### src/hdl/tflp_pkg.sv
`timescale 1ns / 1ps
`default_nettype none
// ============================================================================
// Thermal fan level policy package
// Shared types and constants for the fan level policy block.
// ============================================================================
package tflp_pkg;

    localparam int TEMP_W = 20;
    localparam int THR_W  = 18;
    localparam int DUTY_W = 7;
    localparam int LVL_W  = 3;
    localparam int NUM_REGS = 8;
    localparam int IDX_W  = 3;
    // Working width for the signed temperature comparisons.
    localparam int CMP_W  = 22;

    // Configuration register indexes.
    localparam logic [IDX_W-1:0] REG_F2B_MID  = 3'd0;
    localparam logic [IDX_W-1:0] REG_F2B_MAX  = 3'd1;
    localparam logic [IDX_W-1:0] REG_F2B_HIGH = 3'd2;
    localparam logic [IDX_W-1:0] REG_F2B_CRIT = 3'd3;
    localparam logic [IDX_W-1:0] REG_B2F_MID  = 3'd4;
    localparam logic [IDX_W-1:0] REG_B2F_MAX  = 3'd5;
    localparam logic [IDX_W-1:0] REG_B2F_HIGH = 3'd6;
    localparam logic [IDX_W-1:0] REG_B2F_CRIT = 3'd7;

    // Register reset values in millidegrees.
    localparam logic [THR_W-1:0] RST_F2B_MID  = 18'd38000;
    localparam logic [THR_W-1:0] RST_F2B_MAX  = 18'd46000;
    localparam logic [THR_W-1:0] RST_F2B_HIGH = 18'd58000;
    localparam logic [THR_W-1:0] RST_F2B_CRIT = 18'd66000;
    localparam logic [THR_W-1:0] RST_B2F_MID  = 18'd34000;
    localparam logic [THR_W-1:0] RST_B2F_MAX  = 18'd44000;
    localparam logic [THR_W-1:0] RST_B2F_HIGH = 18'd59000;
    localparam logic [THR_W-1:0] RST_B2F_CRIT = 18'd67000;

    // Thermal levels.
    localparam logic [LVL_W-1:0] LVL_DEFAULT = 3'd0;
    localparam logic [LVL_W-1:0] LVL_MID     = 3'd1;
    localparam logic [LVL_W-1:0] LVL_MAX     = 3'd2;
    localparam logic [LVL_W-1:0] LVL_HIGH    = 3'd3;
    localparam logic [LVL_W-1:0] LVL_CRIT    = 3'd4;

    // Duty settings in percent.
    localparam logic [DUTY_W-1:0] DUTY_DEFAULT = 7'd38;
    localparam logic [DUTY_W-1:0] DUTY_MID     = 7'd63;
    localparam logic [DUTY_W-1:0] DUTY_FULL    = 7'd100;

    localparam logic signed [CMP_W-1:0] CLEAR_MARGIN = 22'sd5000;
    localparam logic signed [CMP_W-1:0] TOP_BOUND    = 22'sd200000;

    typedef logic [NUM_REGS-1:0][THR_W-1:0] thr_bank_t;

    // One poll as held in the input register; fan health is already reduced.
    typedef struct packed {
        logic                     front_to_back;
        logic                     sensor_a_ok;
        logic signed [TEMP_W-1:0] sensor_a_temp;
        logic                     sensor_b_ok;
        logic signed [TEMP_W-1:0] sensor_b_temp;
        logic [DUTY_W-1:0]        present_duty;
        logic                     fans_ok;
    } poll_t;

    typedef struct packed {
        logic [LVL_W-1:0] thermal_level;
        logic             alarm_latched;
        logic             fan_failed;
    } policy_state_t;

    typedef struct packed {
        logic              status;
        logic              write_duty;
        logic [DUTY_W-1:0] duty_percent;
        logic [LVL_W-1:0]  level;
        logic              alarm_raised;
        logic              alarm_cleared;
        logic              alarm_active;
        logic              shutdown;
    } result_t;

endpackage
`default_nettype wire

### src/hdl/tflp_poll_if.sv
`timescale 1ns / 1ps
`default_nettype none
// ============================================================================
// Poll channel interface
// Valid/ready channel carrying one sensor and fan poll per beat.
// ============================================================================
interface tflp_poll_if #(
    parameter int NUM_FANS = 6
);
    logic                                       valid;
    logic                                       ready;
    logic                                       front_to_back;
    logic                                       sensor_a_ok;
    logic signed [tflp_pkg::TEMP_W-1:0]         sensor_a_temp;
    logic                                       sensor_b_ok;
    logic signed [tflp_pkg::TEMP_W-1:0]         sensor_b_temp;
    logic [tflp_pkg::DUTY_W-1:0]                present_duty;
    logic [NUM_FANS-1:0]                        fans_healthy;

    modport source (
        output valid, front_to_back, sensor_a_ok, sensor_a_temp,
               sensor_b_ok, sensor_b_temp, present_duty, fans_healthy,
        input  ready
    );

    modport sink (
        input  valid, front_to_back, sensor_a_ok, sensor_a_temp,
               sensor_b_ok, sensor_b_temp, present_duty, fans_healthy,
        output ready
    );
endinterface
`default_nettype wire

### src/hdl/tflp_result_if.sv
`timescale 1ns / 1ps
`default_nettype none
// ============================================================================
// Result channel interface
// Valid/ready channel carrying one policy decision per beat.
// ============================================================================
interface tflp_result_if;
    logic                          valid;
    logic                          ready;
    logic                          status;
    logic                          write_duty;
    logic [tflp_pkg::DUTY_W-1:0]   duty_percent;
    logic [tflp_pkg::LVL_W-1:0]    level;
    logic                          alarm_raised;
    logic                          alarm_cleared;
    logic                          alarm_active;
    logic                          shutdown;

    modport source (
        output valid, status, write_duty, duty_percent, level,
               alarm_raised, alarm_cleared, alarm_active, shutdown,
        input  ready
    );

    modport sink (
        input  valid, status, write_duty, duty_percent, level,
               alarm_raised, alarm_cleared, alarm_active, shutdown,
        output ready
    );
endinterface
`default_nettype wire

### src/hdl/tflp_cfg.sv
`timescale 1ns / 1ps
`default_nettype none
// ============================================================================
// Threshold register bank
// Eight writable 18-bit temperature thresholds with their reset values.
// ============================================================================
module tflp_cfg (
    input  wire logic                           clk,
    input  wire logic                           rst_n,
    input  wire logic                           cfg_we,
    input  wire logic [tflp_pkg::IDX_W-1:0]     cfg_index,
    input  wire logic [tflp_pkg::THR_W-1:0]     cfg_data,
    output tflp_pkg::thr_bank_t                 thresholds
);

    tflp_pkg::thr_bank_t thr_reg;
    tflp_pkg::thr_bank_t thr_next;

    always_comb
    begin
        thr_next = thr_reg;
        if (cfg_we)
        begin
            case (cfg_index)
                tflp_pkg::REG_F2B_MID:  thr_next[tflp_pkg::REG_F2B_MID]  = cfg_data;
                tflp_pkg::REG_F2B_MAX:  thr_next[tflp_pkg::REG_F2B_MAX]  = cfg_data;
                tflp_pkg::REG_F2B_HIGH: thr_next[tflp_pkg::REG_F2B_HIGH] = cfg_data;
                tflp_pkg::REG_F2B_CRIT: thr_next[tflp_pkg::REG_F2B_CRIT] = cfg_data;
                tflp_pkg::REG_B2F_MID:  thr_next[tflp_pkg::REG_B2F_MID]  = cfg_data;
                tflp_pkg::REG_B2F_MAX:  thr_next[tflp_pkg::REG_B2F_MAX]  = cfg_data;
                tflp_pkg::REG_B2F_HIGH: thr_next[tflp_pkg::REG_B2F_HIGH] = cfg_data;
                tflp_pkg::REG_B2F_CRIT: thr_next[tflp_pkg::REG_B2F_CRIT] = cfg_data;
                default:                thr_next = thr_reg;
            endcase
        end
    end

    always_ff @(posedge clk or negedge rst_n)
    begin
        if (!rst_n)
        begin
            thr_reg[tflp_pkg::REG_F2B_MID]  <= tflp_pkg::RST_F2B_MID;
            thr_reg[tflp_pkg::REG_F2B_MAX]  <= tflp_pkg::RST_F2B_MAX;
            thr_reg[tflp_pkg::REG_F2B_HIGH] <= tflp_pkg::RST_F2B_HIGH;
            thr_reg[tflp_pkg::REG_F2B_CRIT] <= tflp_pkg::RST_F2B_CRIT;
            thr_reg[tflp_pkg::REG_B2F_MID]  <= tflp_pkg::RST_B2F_MID;
            thr_reg[tflp_pkg::REG_B2F_MAX]  <= tflp_pkg::RST_B2F_MAX;
            thr_reg[tflp_pkg::REG_B2F_HIGH] <= tflp_pkg::RST_B2F_HIGH;
            thr_reg[tflp_pkg::REG_B2F_CRIT] <= tflp_pkg::RST_B2F_CRIT;
        end
        else
        begin
            thr_reg <= thr_next;
        end
    end

    assign thresholds = thr_reg;

endmodule
`default_nettype wire

### src/hdl/tflp_core.sv
`timescale 1ns / 1ps
`default_nettype none
// ============================================================================
// Fan level decision logic
// Averages the readings, picks the level and decides duty, alarm and shutdown.
// ============================================================================
module tflp_core (
    input  tflp_pkg::poll_t          poll,
    input  tflp_pkg::policy_state_t  state,
    input  tflp_pkg::thr_bank_t      thresholds,
    output tflp_pkg::result_t        result,
    output tflp_pkg::policy_state_t  state_next
);

    localparam int CW = tflp_pkg::CMP_W;

    logic signed [CW-1:0]      temp_sum;
    logic signed [CW-1:0]      temp_avg;
    logic signed [CW-1:0]      bound [6];
    logic [4:0]                in_band;
    logic [tflp_pkg::LVL_W-1:0] lvl;
    logic [tflp_pkg::DUTY_W-1:0] lvl_duty;
    logic                      raise;
    logic                      alarm_set;
    logic                      clear;
    logic                      changed;

    always_comb
    begin
        // Sum of the two readings, then halve rounding toward zero.
        temp_sum = CW'(poll.sensor_a_temp) + CW'(poll.sensor_b_temp);
        temp_avg = (temp_sum + $signed(CW'({1'b0, temp_sum[CW-1]}))) >>> 1;

        bound[0] = '0;
        for (int i = 0; i < 4; i++)
        begin
            if (poll.front_to_back)
            begin
                bound[i+1] = CW'(thresholds[i]);
            end
            else
            begin
                bound[i+1] = CW'(thresholds[i+4]);
            end
        end
        bound[5] = tflp_pkg::TOP_BOUND;

        for (int i = 0; i < 5; i++)
        begin
            in_band[i] = (temp_avg > bound[i]) && (temp_avg <= bound[i+1]);
        end

        // The highest band that holds the average wins.
        lvl = tflp_pkg::LVL_DEFAULT;
        for (int i = 0; i < 5; i++)
        begin
            if (in_band[i])
            begin
                lvl = tflp_pkg::LVL_W'(i);
            end
        end

        case (lvl)
            tflp_pkg::LVL_DEFAULT: lvl_duty = tflp_pkg::DUTY_DEFAULT;
            tflp_pkg::LVL_MID:     lvl_duty = tflp_pkg::DUTY_MID;
            default:               lvl_duty = tflp_pkg::DUTY_FULL;
        endcase

        changed   = (lvl != state.thermal_level);
        raise     = changed && (lvl == tflp_pkg::LVL_HIGH)
                    && (state.thermal_level < tflp_pkg::LVL_HIGH) && !state.alarm_latched;
        alarm_set = state.alarm_latched || raise;
        clear     = alarm_set && (lvl < tflp_pkg::LVL_HIGH)
                    && (temp_avg < (bound[3] - tflp_pkg::CLEAR_MARGIN));

        result = '0;
        state_next = state;
        if (!poll.sensor_a_ok || !poll.sensor_b_ok)
        begin
            result.status       = 1'b1;
            result.write_duty   = 1'b1;
            result.duty_percent = tflp_pkg::DUTY_MID;
            result.level        = state.thermal_level;
            result.alarm_active = state.alarm_latched;
        end
        else
        begin
            if (!state.fan_failed && (poll.present_duty != lvl_duty))
            begin
                result.write_duty   = 1'b1;
                result.duty_percent = lvl_duty;
            end
            if (!poll.fans_ok)
            begin
                result.write_duty   = 1'b1;
                result.duty_percent = tflp_pkg::DUTY_FULL;
            end
            result.level         = lvl;
            result.alarm_raised  = raise;
            result.alarm_cleared = clear;
            result.alarm_active  = alarm_set && !clear;
            result.shutdown      = changed && (lvl == tflp_pkg::LVL_CRIT);

            state_next.thermal_level = lvl;
            state_next.alarm_latched = alarm_set && !clear;
            state_next.fan_failed    = !poll.fans_ok;
        end
    end

endmodule
`default_nettype wire

### src/hdl/thermal_fan_level_policy_top.sv
`timescale 1ns / 1ps
`default_nettype none
// A poll beat accepted into the input register is turned into a result in the result
// register, from which the result beat is offered; a busy consumer can hold it there.
// Throughput: one poll per cycle unless the consumer stalls; the input register and
// result register form a two-stage pipeline, its only loop the policy state update.
// Reset (rst_n, asynchronous, active low): both stages empty, thermal level 0,
// alarm and fan-failure flags clear, thresholds back to their default values.
// ============================================================================
// Thermal fan level policy top level
// Decides fan duty, thermal level, alarm and shutdown from each sensor poll.
// ============================================================================
module thermal_fan_level_policy_top #(
    parameter int NUM_FANS = 6
) (
    input  wire logic                        clk,
    input  wire logic                        rst_n,
    input  wire logic                        cfg_we,
    input  wire logic [tflp_pkg::IDX_W-1:0]  cfg_index,
    input  wire logic [tflp_pkg::THR_W-1:0]  cfg_data,
    tflp_poll_if.sink                        poll,
    tflp_result_if.source                    result
);

    // Stage one holds the accepted poll; stage two holds the finished result.
    // Each stage advances when the stage after it is empty or being drained,
    // so a new beat is taken every cycle while the consumer keeps up.
    tflp_pkg::poll_t          poll_reg;
    logic                     poll_valid_reg;
    tflp_pkg::result_t        res_reg;
    logic                     res_valid_reg;
    tflp_pkg::policy_state_t  state_reg;

    tflp_pkg::thr_bank_t      thresholds;
    tflp_pkg::result_t        res_next;
    tflp_pkg::policy_state_t  state_next;
    tflp_pkg::poll_t          poll_next;

    logic res_advance;
    logic poll_advance;

    // The result stage can load when it is empty or its beat leaves now.
    assign res_advance  = !res_valid_reg || result.ready;
    // The poll stage can load when it is empty or its poll moves on now.
    assign poll_advance = !poll_valid_reg || res_advance;
    assign poll.ready   = poll_advance;

    // Fan health is reduced to one flag as the poll is captured; only the
    // fitted fans are looked at.
    always_comb
    begin
        poll_next.front_to_back = poll.front_to_back;
        poll_next.sensor_a_ok   = poll.sensor_a_ok;
        poll_next.sensor_a_temp = poll.sensor_a_temp;
        poll_next.sensor_b_ok   = poll.sensor_b_ok;
        poll_next.sensor_b_temp = poll.sensor_b_temp;
        poll_next.present_duty  = poll.present_duty;
        poll_next.fans_ok       = &poll.fans_healthy[NUM_FANS-1:0];
    end

    tflp_cfg u_cfg (
        .clk        (clk),
        .rst_n      (rst_n),
        .cfg_we     (cfg_we),
        .cfg_index  (cfg_index),
        .cfg_data   (cfg_data),
        .thresholds (thresholds)
    );

    tflp_core u_core (
        .poll       (poll_reg),
        .state      (state_reg),
        .thresholds (thresholds),
        .result     (res_next),
        .state_next (state_next)
    );

    // Control and policy state.
    always_ff @(posedge clk or negedge rst_n)
    begin
        if (!rst_n)
        begin
            poll_valid_reg <= 1'b0;
            res_valid_reg  <= 1'b0;
            state_reg      <= '0;
        end
        else
        begin
            if (poll_advance)
            begin
                poll_valid_reg <= poll.valid;
            end
            if (res_advance)
            begin
                res_valid_reg <= poll_valid_reg;
                // The policy state moves only when a poll is turned into a result,
                // so the next poll in line already sees the updated state.
                if (poll_valid_reg)
                begin
                    state_reg <= state_next;
                end
            end
        end
    end

    // Payload registers need no reset.
    always_ff @(posedge clk)
    begin
        if (poll_advance && poll.valid)
        begin
            poll_reg <= poll_next;
        end
        if (res_advance && poll_valid_reg)
        begin
            res_reg <= res_next;
        end
    end

    assign result.valid         = res_valid_reg;
    assign result.status        = res_reg.status;
    assign result.write_duty    = res_reg.write_duty;
    assign result.duty_percent  = res_reg.duty_percent;
    assign result.level         = res_reg.level;
    assign result.alarm_raised  = res_reg.alarm_raised;
    assign result.alarm_cleared = res_reg.alarm_cleared;
    assign result.alarm_active  = res_reg.alarm_active;
    assign result.shutdown      = res_reg.shutdown;

endmodule
`default_nettype wire
### src/flat_wrapper.sv
// flat-port wrapper written by rule: the top's interface ports become plain ports
module thermal_fan_level_policy_top_flat 
#(
    parameter int NUM_FANS = 6
)
  (clk, rst_n, cfg_we, cfg_index, cfg_data, poll_valid, poll_front_to_back, poll_sensor_a_ok, poll_sensor_a_temp, poll_sensor_b_ok, poll_sensor_b_temp, poll_present_duty, poll_fans_healthy, poll_ready, result_valid, result_status, result_write_duty, result_duty_percent, result_level, result_alarm_raised, result_alarm_cleared, result_alarm_active, result_shutdown, result_ready);
  tflp_poll_if #(.NUM_FANS(NUM_FANS)) poll_i ();
  tflp_result_if result_i ();
  input  wire logic clk;
  input  wire logic rst_n;
  input  wire logic cfg_we;
  input  wire logic [tflp_pkg::IDX_W-1:0] cfg_index;
  input  wire logic [tflp_pkg::THR_W-1:0] cfg_data;
  input wire logic [$bits(poll_i.valid)-1:0] poll_valid;
  input wire logic [$bits(poll_i.front_to_back)-1:0] poll_front_to_back;
  input wire logic [$bits(poll_i.sensor_a_ok)-1:0] poll_sensor_a_ok;
  input wire logic [$bits(poll_i.sensor_a_temp)-1:0] poll_sensor_a_temp;
  input wire logic [$bits(poll_i.sensor_b_ok)-1:0] poll_sensor_b_ok;
  input wire logic [$bits(poll_i.sensor_b_temp)-1:0] poll_sensor_b_temp;
  input wire logic [$bits(poll_i.present_duty)-1:0] poll_present_duty;
  input wire logic [$bits(poll_i.fans_healthy)-1:0] poll_fans_healthy;
  output wire logic [$bits(poll_i.ready)-1:0] poll_ready;
  output wire logic [$bits(result_i.valid)-1:0] result_valid;
  output wire logic [$bits(result_i.status)-1:0] result_status;
  output wire logic [$bits(result_i.write_duty)-1:0] result_write_duty;
  output wire logic [$bits(result_i.duty_percent)-1:0] result_duty_percent;
  output wire logic [$bits(result_i.level)-1:0] result_level;
  output wire logic [$bits(result_i.alarm_raised)-1:0] result_alarm_raised;
  output wire logic [$bits(result_i.alarm_cleared)-1:0] result_alarm_cleared;
  output wire logic [$bits(result_i.alarm_active)-1:0] result_alarm_active;
  output wire logic [$bits(result_i.shutdown)-1:0] result_shutdown;
  input wire logic [$bits(result_i.ready)-1:0] result_ready;
  assign poll_i.valid = poll_valid;
  assign poll_i.front_to_back = poll_front_to_back;
  assign poll_i.sensor_a_ok = poll_sensor_a_ok;
  assign poll_i.sensor_a_temp = poll_sensor_a_temp;
  assign poll_i.sensor_b_ok = poll_sensor_b_ok;
  assign poll_i.sensor_b_temp = poll_sensor_b_temp;
  assign poll_i.present_duty = poll_present_duty;
  assign poll_i.fans_healthy = poll_fans_healthy;
  assign poll_ready = poll_i.ready;
  assign result_valid = result_i.valid;
  assign result_status = result_i.status;
  assign result_write_duty = result_i.write_duty;
  assign result_duty_percent = result_i.duty_percent;
  assign result_level = result_i.level;
  assign result_alarm_raised = result_i.alarm_raised;
  assign result_alarm_cleared = result_i.alarm_cleared;
  assign result_alarm_active = result_i.alarm_active;
  assign result_shutdown = result_i.shutdown;
  assign result_i.ready = result_ready;
  thermal_fan_level_policy_top #(.NUM_FANS(NUM_FANS)) u_core (.clk(clk), .rst_n(rst_n), .cfg_we(cfg_we), .cfg_index(cfg_index), .cfg_data(cfg_data), .poll(poll_i), .result(result_i));
endmodule
### config.mk
export PLATFORM = sky130hd
export DESIGN_NAME = thermal_fan_level_policy_top_flat
export DESIGN_NICKNAME = d
export VERILOG_FILES = /design/src/hdl/tflp_pkg.sv /design/src/hdl/tflp_poll_if.sv /design/src/hdl/tflp_result_if.sv /design/src/hdl/tflp_cfg.sv /design/src/hdl/tflp_core.sv /design/src/hdl/thermal_fan_level_policy_top.sv /design/src/flat_wrapper.sv
export SDC_FILE = /design/constraint.sdc
export NUM_CORES = 1
export LEC_CHECK = 0
export BUFFER_PORTS_ARGS = -buffer_cell sky130_fd_sc_hd__buf_4
export CAP_MARGIN = 20
export CORE_MARGIN = 2
export CORE_UTILIZATION = 61
export DETAILED_ROUTE_END_ITERATION = 10
export GPL_ROUTABILITY_DRIVEN = 0
export PLACE_DENSITY = 0.87
export SYNTH_ARGS = -nofsm -noshare
export SYNTH_HDL_FRONTEND = slang
export SYNTH_SLANG_ARGS = --single-unit
export TNS_END_PERCENT = 5
### constraint.sdc
create_clock -name clk -period 7.6 [get_ports clk]
set_input_delay 1.52 -clock clk [delete_from_list [all_inputs] [get_ports clk]]
set_output_delay 1.52 -clock clk [all_outputs]
set_load 0.05 [all_outputs]
==> run summary <==
Synth top area share - 0.181
RSZ-0062 raised after global routing - no
met2 usage - 0.458
Area after DPL - 14400 µm²
Reg power frac - 0.374
DIE HEIGHT - 152 µm
worst setup margin - 536 ps
startpoint types - register
Final Skew - 22.0 ps
post-synth cell types - 102
required time of the worst setup path - 7940 ps
via-per-instance ratio - 6.45
top post-synthesis cells by count - 153 x mux2_2, 98 x ha_1, 97 x dfrtp_1, 68 x mux2i_1, 63 x edfxtp_1
synthesis-stage register bit count - 214
ANT cells - 0
Switch Pwr - 1440 µW
Final Slew Violations - 0
sw frac - 0.344
final hold viol count - 0
VDD IR max - 0.191 mV
pwr dens - 274 nW/µm²
Post-Synthesis Cells - 1174
fin area - 15200 µm²
remaining global-route overflow - 0
Leak - 0.00642 µW
IO Pins - 100
status - finished clean
Root Driver - clkbuf_16
period utilisation layout - 0.930
initial core utilization - 0.619
syn nets - 1355
Ys Warns - 0
ys flop type - dfrtp_1
die area - 23200 µm²
power share of the clock group - 0.258
Site Rows - 54
setup TNS - 0 ps
dpl hpwl - 23.0 mm
Worst Setup Path Type - reg2reg
nets@finish - 1448
max FFs per register - 144
Area Growth Syn to Fin - 13.6%
initial antenna violation count - 0
via count - 10100
Wirelength per Cell - 20.3 µm
max_cap viols - 0
Comb power frac - 0.368
CTS buffer count - 23
IO Port Bufs - 99
fmax - 142 MHz
Final Hold Slack - 503 ps
Top Usage Layer GRT - met2
first-pass GRT wire length - 51.9 mm
fin crit period - 7060 ps
worst slack, placed - 560 ps
Die W - 152 µm
CP endpoint kind - register
H-tree level count - 1
CP arrival - 7410 ps
Clock transition at path regs - 60 ps
worst-margin pin slew - 1060 ps
Post-synth EDFFs - 63
Routed Antenna Nets - 0
hold buffers post-CTS - 0
final setup violation count - 0
DR pass1 iterations - 7
share of cells above drive strength 1 - 0.312
CTS tree - done
DRC viols - 0
vias in the first global route - 10100
Filler Cells Inserted - 1489
met1 usage - 0.359
Placeable Area - 21700 µm²
critical path fanouts, max - 9
Hold Crit Class - reg2reg
P_int - 2730 µW
most area-hungry cell type in the Yosys netlist - dfrtp_1
grt met3 use - 0.0370
WL final - 31.8 mm
largest net degree at the start of global routing - 82
Post-synth ARST share - 0.706
Final Util - 0.703
CTS Sinks - 214
Slew HR - 0.288
All-Layer GR Usage - 0.270
syn_area_per_cell - 11.4 µm²
most numerous cell in the Yosys netlist - mux2_2
Synth Cell Area - 13400 µm²
clk buf depth - 3
Seq/Total Area, Yosys - 0.428
DR iter-0 viols - 850
R2R setup slack - 540 ps
top cells by area, synth - dfrtp_1 18%, edfxtp_1 14%, mux2_2 13%, dfstp_2 11%, ha_1 9.1%
Worst-Skew Late Latency - 530 ps
==> cell families (layout without fill, tap and decap cells) <==
kind of cell,Yosys count,count (layout),share of synthesized area
AOI/OAI and AO/OA,236,236,0.130
xor gates and xnor gates,40,40,0.0277
adders and majority gates,102,102,0.0952
buffers and inverters,67,176,0.0202
DFF,214,214,0.428
muxes,221,221,0.179
and+or+nand+nor,294,294,0.120
==> what timing repair did <==
item	4_1_cts	5_1_grt
setup buffers	0	1
resized for setup	0	4
endpoints found under the setup margin	0	7
==> power groups by stage <==
stage                     Combinational (µW)  Clock, µW  Sequential [µW]
final                                   1540       1080             1560
after global routing                    1680       1130             1580
after CTS                               1500       1090             1560
after detailed placement                1480          0             1570
after global placement                  1420          0             1550
after floorplan                         1070          0             1560
==> cell usage in the layout (no fill, tap or decap), types with 6 or more instances in the layout <==
master / instances
a21o_1: 17
nand3_1: 30
nor4_1: 8
nor3b_1: 6
nand2_1: 61
ha_1: 98
xor2_1: 15
a21oi_1: 53
clkbuf_16: 24
inv_1: 22
a211o_1: 7
and3_1: 14
dfstp_2: 54
or2_2: 10
nor3_1: 21
nand2b_1: 12
nor2_1: 42
nor2b_1: 14
o21a_1: 12
o21ai_0: 32
edfxtp_1: 63
nand4_1: 21
buf_4: 108
clkbuf_1: 8
mux2_2: 153
mux2i_1: 68
a211oi_1: 8
o211ai_1: 11
xnor2_1: 22
or3_1: 9
a31oi_1: 12
dfrtp_1: 97
and2_1: 14
==> cell type report <==
class / instances / area [µm²] / area share
multi-input combinational: 893 / 7450 / 0.489
tap: 280 / 350 / 0.0230
inverter: 23 / 86.3 / 0.00566
clock buffer: 37 / 699 / 0.0459
sequential: 214 / 5740 / 0.376
timing repair buffer: 112 / 890 / 0.0584
clock inverter: 4 / 26.3 / 0.00172
==> through the flow <==
| step | std cells | total power, µW |
|---|---|---|
| after floorplan | 1174 | 2640 |
| after global placement | 1519 | 2980 |
| after detailed placement | 1519 | 3050 |
| after CTS | 1560 | 4150 |
| after global routing | 1563 | 4390 |
| final | 1563 | 4170 |
==> worst max-delay path, cell delays in order, from the launching register on <==
cell	delay, ps
edfxtp_1	380
ha_1	440
a21oi_1	220
o21ai_0	140
a211oi_1	400
nand3_1	330
nor2_1	180
ha_1	260
o2111a_1	200
o2111a_1	340
nand4_2	280
nor2_1	260
xor2_2	380
ha_1	330
nand2_1	80
o21ai_0	120
a211o_1	320
a221o_1	310
a21oi_1	150
a21o_1	130
or2_2	110
a31oi_1	90
maj3_2	350
and2_1	240
a21boi_2	190
or4_1	410
a41oi_1	230
==> per-layer routing <==
metal	share of wire	vias up	routed length, µm
li1	-	4672	-
met1	0.42	4953	13400
met2	0.48	368	15400
met3	0.060	86	1920
met4	0.035	0	1110
met5	0	-	0
==> final timing paths <==
path	from	endpoint	cells past startpoint
setup / recovery	u_core.poll_reg[23]	u_core.result.shutdown	26
setup reg to reg	u_core.poll_reg[23]	u_core.result.shutdown	26
hold / removal	u_core.u_cfg.thresholds[143]	u_core.u_cfg.thresholds[143]	1
max in group asynchronous	rst_n	u_core.u_cfg.thresholds[33]	3
min in group asynchronous	rst_n	u_core.u_cfg.thresholds[80]	1
hold reg to reg	u_core.u_cfg.thresholds[143]	u_core.u_cfg.thresholds[143]	1
No activity file was read; power rests on OpenSTA's default activity.
